File: src/hw/rtl/utf8d_pkg.sv
// Package for the UTF-8 stream decoder.
// Holds the result item type, decoding constants and the byte-merge helpers.
// No dependencies.
`timescale 1ns / 1ps
`default_nettype none

package utf8d_pkg;

    localparam int unsigned CpWidth = 21;

    localparam logic [CpWidth-1:0] SUBST_CP = 21'd63;   // '?'

    // One result item
    typedef struct packed {
        logic [CpWidth-1:0] cp;
        logic               eot;
        logic               last;
    } res_t;

    // Sequence length announced by a lead byte: 1..4, or 0 for a bad lead
    function automatic logic [2:0] seq_len(input logic [7:0] b);
        logic [2:0] n;
        if (b[7] == 1'b0)
            n = 3'd1;
        else if ((b & 8'hE0) == 8'hC0)
            n = 3'd2;
        else if ((b & 8'hF0) == 8'hE0)
            n = 3'd3;
        else if ((b & 8'hF8) == 8'hF0)
            n = 3'd4;
        else
            n = 3'd0;
        return n;
    endfunction

    // Merge n bytes (1..4) into one code point; followers give their low six bits
    function automatic logic [CpWidth-1:0] merge(
        input logic [7:0] b0,
        input logic [7:0] b1,
        input logic [7:0] b2,
        input logic [7:0] b3,
        input logic [2:0] n
    );
        logic [CpWidth-1:0] c;
        case (n)
            3'd2:    c = {10'd0, b0[4:0], b1[5:0]};
            3'd3:    c = {5'd0, b0[3:0], b1[5:0], b2[5:0]};
            3'd4:    c = {b0[2:0], b1[5:0], b2[5:0], b3[5:0]};
            default: c = {13'd0, b0};
        endcase
        return c;
    endfunction

endpackage

`default_nettype wire

File: src/hw/rtl/utf8_stream_decoder_core.sv
// UTF-8 stream decoder top level: one byte in, code points out.
// Depends on utf8d_pkg for the result type and the decoding helpers.
`timescale 1ns / 1ps
`default_nettype none

// Takes a NUL-terminated text on the s_ side and gives one code point per
// complete character on the m_ side; a byte below 0x80 outside a sequence
// passes through, bad leads give '?' (63), and NUL gives an end-of-text item
// (tuser high, code point zero). Every item that leads to at most one result
// is taken without a stall, so the sustained rate is one byte per clock while
// the output is not held; the output register with a one-entry skid stage
// keeps s_tready registered. A NUL that cuts a multi-byte sequence short
// starts a replay of the held bytes: a small sequencer then gives one result
// per cycle while the output is free ('?' for the lead, re-decoded followers,
// end of text), and s_tready stays low until the replay ends.
module utf8_stream_decoder_core (
    input  wire logic        clk,
    input  wire logic        rst_n,
    // input bytes
    input  wire logic        s_tvalid,
    output logic             s_tready,
    input  wire logic [7:0]  s_tdata,   // [7:0] in_byte
    // decoded results
    output logic             m_tvalid,
    input  wire logic        m_tready,
    output logic [23:0]      m_tdata,   // [20:0] code_point, [23:21] zero
    output logic             m_tuser,   // [0] end_of_text
    output logic             m_tlast    // last_of_run
);
    import utf8d_pkg::*;

    // Decoder state
    logic [7:0] held0_reg, held1_reg, held2_reg;
    logic [7:0] held0_next, held1_next, held2_next;
    logic [1:0] held_cnt_reg, held_cnt_next;
    logic [2:0] need_cnt_reg, need_cnt_next;

    // Replay sequencer
    logic       rp_active_reg, rp_active_next;
    logic [1:0] rp_pos_reg, rp_pos_next;
    logic [1:0] rp_len_reg, rp_len_next;

    // Output register and skid
    res_t out_reg, out_next;
    res_t skid_reg, skid_next;
    logic out_valid_reg, out_valid_next;
    logic skid_valid_reg, skid_valid_next;

    logic       acc;
    logic       push;
    res_t       push_res;
    logic [2:0] in_len;
    logic [7:0] m0, m1, m2;
    logic [7:0] rp_lead, rp_f1, rp_f2;
    logic [2:0] rp_n;
    logic [1:0] rp_rem;
    logic       out_free;

    assign s_tready = !skid_valid_reg && !rp_active_reg;
    assign acc      = s_tvalid && s_tready;
    assign in_len   = seq_len(s_tdata);
    assign out_free = !out_valid_reg || m_tready;

    // Bytes of a sequence completed by the incoming byte
    assign m0 = (held_cnt_reg == 2'd0) ? s_tdata : held0_reg;
    assign m1 = (held_cnt_reg == 2'd1) ? s_tdata : held1_reg;
    assign m2 = (held_cnt_reg == 2'd2) ? s_tdata : held2_reg;

    // Replay selection at the current position
    always_comb
    begin
        case (rp_pos_reg)
            2'd1:
            begin
                rp_lead = held1_reg;
                rp_f1   = held2_reg;
                rp_f2   = 8'd0;
            end
            2'd2:
            begin
                rp_lead = held2_reg;
                rp_f1   = 8'd0;
                rp_f2   = 8'd0;
            end
            default:
            begin
                rp_lead = held0_reg;
                rp_f1   = held1_reg;
                rp_f2   = held2_reg;
            end
        endcase
    end

    assign rp_n   = seq_len(rp_lead);
    assign rp_rem = rp_len_reg - rp_pos_reg;

    // Decode and replay step
    always_comb
    begin
        held0_next     = held0_reg;
        held1_next     = held1_reg;
        held2_next     = held2_reg;
        held_cnt_next  = held_cnt_reg;
        need_cnt_next  = need_cnt_reg;
        rp_active_next = rp_active_reg;
        rp_pos_next    = rp_pos_reg;
        rp_len_next    = rp_len_reg;
        push           = 1'b0;
        push_res       = '{cp: '0, eot: 1'b0, last: 1'b1};

        if (rp_active_reg)
        begin
            if (!skid_valid_reg)
            begin
                push = 1'b1;
                if (rp_pos_reg < rp_len_reg)
                begin
                    push_res.last = 1'b0;
                    if (rp_n != 3'd0 && rp_n <= {1'b0, rp_rem})
                    begin
                        push_res.cp = merge(rp_lead, rp_f1, rp_f2, 8'd0, rp_n);
                        rp_pos_next = rp_pos_reg + rp_n[1:0];
                    end
                    else
                    begin
                        push_res.cp = SUBST_CP;
                        rp_pos_next = rp_pos_reg + 2'd1;
                    end
                end
                else
                begin
                    // end of text closes the replay
                    push_res.eot   = 1'b1;
                    rp_active_next = 1'b0;
                end
            end
        end
        else if (acc)
        begin
            if (s_tdata == 8'd0)
            begin
                held_cnt_next = 2'd0;
                need_cnt_next = 3'd0;
                if (held_cnt_reg == 2'd0)
                begin
                    push         = 1'b1;
                    push_res.eot = 1'b1;
                end
                else
                begin
                    rp_active_next = 1'b1;
                    rp_pos_next    = 2'd0;
                    rp_len_next    = held_cnt_reg;
                end
            end
            else if (need_cnt_reg == 3'd0)
            begin
                if (in_len == 3'd1)
                begin
                    push        = 1'b1;
                    push_res.cp = {13'd0, s_tdata};
                end
                else if (in_len == 3'd0)
                begin
                    push        = 1'b1;
                    push_res.cp = SUBST_CP;
                end
                else
                begin
                    held0_next    = s_tdata;
                    held_cnt_next = 2'd1;
                    need_cnt_next = in_len;
                end
            end
            else if (({1'b0, held_cnt_reg} + 3'd1) >= need_cnt_reg || held_cnt_reg == 2'd3)
            begin
                push          = 1'b1;
                push_res.cp   = merge(m0, m1, m2, s_tdata, {1'b0, held_cnt_reg} + 3'd1);
                held_cnt_next = 2'd0;
                need_cnt_next = 3'd0;
            end
            else
            begin
                case (held_cnt_reg)
                    2'd0:    held0_next = s_tdata;
                    2'd1:    held1_next = s_tdata;
                    default: held2_next = s_tdata;
                endcase
                held_cnt_next = held_cnt_reg + 2'd1;
            end
        end
    end

    // Output register with skid entry
    always_comb
    begin
        out_next        = out_reg;
        skid_next       = skid_reg;
        out_valid_next  = out_valid_reg;
        skid_valid_next = skid_valid_reg;
        if (out_free)
        begin
            if (skid_valid_reg)
            begin
                out_next        = skid_reg;
                out_valid_next  = 1'b1;
                skid_valid_next = 1'b0;
            end
            else if (push)
            begin
                out_next       = push_res;
                out_valid_next = 1'b1;
            end
            else
            begin
                out_valid_next = 1'b0;
            end
        end
        else if (push)
        begin
            skid_next       = push_res;
            skid_valid_next = 1'b1;
        end
    end

    // Control state
    always_ff @(posedge clk or negedge rst_n)
    begin
        if (!rst_n)
        begin
            held_cnt_reg   <= 2'd0;
            need_cnt_reg   <= 3'd0;
            rp_active_reg  <= 1'b0;
            rp_pos_reg     <= 2'd0;
            rp_len_reg     <= 2'd0;
            out_valid_reg  <= 1'b0;
            skid_valid_reg <= 1'b0;
        end
        else
        begin
            held_cnt_reg   <= held_cnt_next;
            need_cnt_reg   <= need_cnt_next;
            rp_active_reg  <= rp_active_next;
            rp_pos_reg     <= rp_pos_next;
            rp_len_reg     <= rp_len_next;
            out_valid_reg  <= out_valid_next;
            skid_valid_reg <= skid_valid_next;
        end
    end

    // Payload registers
    always_ff @(posedge clk)
    begin
        held0_reg <= held0_next;
        held1_reg <= held1_next;
        held2_reg <= held2_next;
        out_reg   <= out_next;
        skid_reg  <= skid_next;
    end

    assign m_tvalid = out_valid_reg;
    assign m_tdata  = {3'd0, out_reg.cp};
    assign m_tuser  = out_reg.eot;
    assign m_tlast  = out_reg.last;

endmodule

`default_nettype wire

File: config.mk
export PLATFORM = sky130hd
export DESIGN_NAME = utf8_stream_decoder_core
export DESIGN_NICKNAME = d
export VERILOG_FILES = /design/src/hw/rtl/utf8d_pkg.sv /design/src/hw/rtl/utf8_stream_decoder_core.sv
export SDC_FILE = /design/constraint.sdc
export NUM_CORES = 1
export LEC_CHECK = 0
export BUFFER_PORTS_ARGS = -buffer_cell sky130_fd_sc_hd__buf_2
export CORE_UTILIZATION = 50
export DETAILED_ROUTE_END_ITERATION = 8
export PLACE_DENSITY = 0.68
export SYNTH_ARGS = -nofsm -noshare
export SYNTH_HDL_FRONTEND = slang
export SYNTH_SLANG_ARGS = --single-unit
File: constraint.sdc
create_clock -name clk -period 6.1 [get_ports clk]
set_input_delay 0.61 -clock clk [delete_from_list [all_inputs] [get_ports clk]]
set_output_delay 0.61 -clock clk [all_outputs]
set_load 0.005 [all_outputs]
==> flow_metrics.tcl <==
set metrics [dict create \
    power.share.clock_pct 17.7 \
    netlist_area_mm2 0.00480 \
    cts_max_level 3 \
    cp-end-kind "register" \
    fin_skew_ns 0.0112 \
    setup_slack_ns 1.97 \
    wl_per_cell_um 19.3 \
    cts-root-buf "clkbuf_8" \
    drc 0 \
    ys_seq_elements 82 \
    fin_area_mm2 0.00527 \
    diodes 0 \
    leakage_nw 2.03 \
    wl_mm 11.6 \
    numCtsBuffers 9 \
    setup_viol_count_final 0 \
    critPathMaxFanout 29 \
    grt_pass1_wl_mm 18.1 \
    clkSinkCount 82 \
    fin_tns_setup_ns 0 \
    seqCellArea_mm2 0.00240 \
    worstPathArrival_ns 4.21 \
    drv_cap 0 \
    synth_edf_count 70 \
    final_util_pct 56.7 \
    ys_types 66 \
    largest_reg_flops 23 \
    synth_area_leaders "edfxtp_1 (44%), dfrtp_1 (6.3%), mux2_2 (5.6%), ha_1 (3.9%), nand2_1 (3.2%)" \
    slowest_stage "ha_1" \
    insertion_delay_ns 0.36 \
    pwr-share-comb_pct 47.6 \
    async_flop_share_pct 14.6 \
    slew_headroom_pct 23.5 \
    dr.pass1.iters 6 \
    path_cells "inv_1 > ha_1 > nor2b_1 > nor2_1 > and2_1 > a21boi_0 > ha_1 > nor2b_1 > o21ai_1 > nand2_1 > a2111oi_0 > o21ai_1" \
    synth-main-ff-cell "edfxtp_1" \
    cts_buffer_depth 2 \
    synth-seq-area-share_pct 50.1 \
    place_hpwl_mm 8.65 \
    rsz0062_at_grt "no" \
    ctsHoldBuffers 0 \
    startpoint_type "register" \
    dieArea_mm2 0.00999 \
    fmaxAchievable_mhz 242 \
    multi_input_area_mm2 0.00221 \
    yosysTopAreaCell "edfxtp_1" \
    io_pins 40 \
    p_per_area_mw_per_mm2 502 \
    hp-class "input port to asynchronous set/reset pin" \
    dieHeight_um 99.9 \
    antenna_found_initial 0 \
    drive_gt1_share_pct 19.7 \
    grt_start_max_net_pins 32 \
    globalplace.congestion 0.896 \
    netlist_instances 447 \
    hold_ws_ns 0.118 \
    place_area_mm2 0.00503 \
    grt_pass1_vias 3337 \
    status "finished clean" \
    power.internal_mw 1.58 \
    path_buf_inv 1 \
    p_sw_share_pct 40.3 \
    fp.dieW_um 99.9 \
    drt_iter0_markers 519 \
    maxSlewViolCount 0 \
    worstPathRequired_ns 6.19 \
    ant_nets 0 \
    coreArea_mm2 0.00928 \
    netlist.area_leader.share_pct 43.8 \
    cpPeakStageDelay_ns 0.82 \
    cts_setup_buffers 0 \
    cts_tree "built" \
    worstMarginPinSlew_ns 1.14 \
    clk_pin_slew_ns 0.08 \
    dp_slack_ns 2.07 \
    initial_core_util_pct 51.7 \
    nNetsFinal 496 \
    period_share_pct 67.7 \
    synth.avg_cell_area_um2 10.7 \
    switchingPower_mw 1.06 \
    yosys_warnings 0 \
    period_needed_ns 4.13 \
    vias 3695 \
    hold_violations 0 \
    cts_resized 0 \
    grt_util_all_layers_pct 24.0 \
    power_frac_seq_pct 34.7 \
    overflow 0 \
    path_delay_family "compound AO/OA/AOI/OAI gates" \
    critPathKind "register to register" \
    vias_per_cell 6.14 \
    fp-row-count 35 \
    synthToLayoutAreaGrowth_pct 9.81 \
    io_buffers 36 \
    nFillCells 821 \
    irDropWorstVdd_v 0.000199 \
]
==> path summary, 6_finish.rpt <==
| kind | depth (start not counted) | slack, ns | start | endpoint |
|---|---|---|---|---|
| worst max register to register | 12 | 1.97 | rp_pos_reg[0] | m_tdata[3] |
| worst min-delay path | 1 | 0.12 | rst_n | held_cnt_reg[0] |
| max in group asynchronous | 1 | 5.76 | rst_n | rp_active_reg |
| worst min register to register | 1 | 0.54 | skid_reg[1] | m_tuser |
| min in group clk | 1 | 0.54 | skid_reg[1] | m_tuser |
| worst max-delay path | 12 | 1.97 | rp_pos_reg[0] | m_tdata[3] |
==> cells by family after synthesis <==
family          Yosys count  synth area share [%]
buf+inv                  46                  4.17
fa+ha+maj                16                  4.33
compound gates          119                  17.7
mux                      27                  6.26
other cells               1                0.0782
flops                    82                  50.1
xor+xnor                  1                 0.183
simple gates            155                  17.1
==> worst reg2reg max path, cell delays in order, from the launching register on <==
cell	delay, ns
dfrtp_1	0.41
inv_1	0.08
ha_1	0.82
nor2b_1	0.40
nor2_1	0.19
and2_1	0.22
a21boi_0	0.26
ha_1	0.20
nor2b_1	0.04
o21ai_1	0.36
nand2_1	0.22
a2111oi_0	0.51
o21ai_1	0.14
==> per-layer routing <==
layer	up-vias	track usage [%]	wire (µm)
met5	-	0	0
met4	0	8.82	182
met3	20	6.13	1050
met2	187	35.3	5040
met1	1749	34.4	5340
li1	1739	-	-
==> synthesized netlist by cell type, types with 4 or more instances <==
cell,n
nand2_1,41
a221oi_1,4
nand2b_1,9
edfxtp_1,70
nor2b_1,12
dfrtp_1,12
nor4_1,5
a31oi_1,4
mux2_2,24
a221o_1,5
inv_1,14
a21oi_1,18
nor3_1,8
a22oi_1,15
nand3_1,11
nand4_1,6
a21o_1,11
buf_2,7
o21ai_0,18
clkbuf_1,18
and3_1,4
and2_1,4
nor2_1,33
o22ai_1,10
o211ai_1,4
ha_1,15
o21ai_1,4
==> power by group through the flow <==
stage | clock (mW) | combinational, mW | sequential [mW]
6_report | 0.469 | 1.26 | 0.917
5_1_grt | 0.497 | 1.37 | 0.934
4_1_cts | 0.477 | 1.24 | 0.916
3_5_place_dp | 0 | 1.24 | 0.928
3_3_place_gp | 0 | 1.21 | 0.924
2_1_floorplan | 0 | 0.905 | 0.919
==> area by class of cell <==
type	count	area share, %
Clock buffer	11	2.49
Timing Repair Buffer	39	3.85
Multi-Input combinational cell	321	41.9
Tap cell	129	3.06
Inverter	15	1.07
Sequential cell	82	45.6
Clock inverter	5	1.97
==> per-stage QoR <==
stage | cells | power [mW]
after CTS | 602 | 2.63
final | 602 | 2.64
after global placement | 586 | 2.14
after floorplan | 449 | 1.82
after global routing | 602 | 2.80
after detailed placement | 586 | 2.16
==> cells in the final DEF, fill, tap and decap left out, drive strengths merged, types with 7 or more instances in the layout <==
cell and n:
a21o 11, a21oi 18, a221oi 7, a22oi 15, buf 39, clkbuf 11
dfrtp 12, edfxtp 70, ha 15, inv 15, mux2 24, nand2 41
nand2b 9, nand3 11, nor2 33, nor2b 12, nor3 9, nor4 7
o21ai 23, o22ai 10
Note: power is estimated with default switching activity, not from simulation.
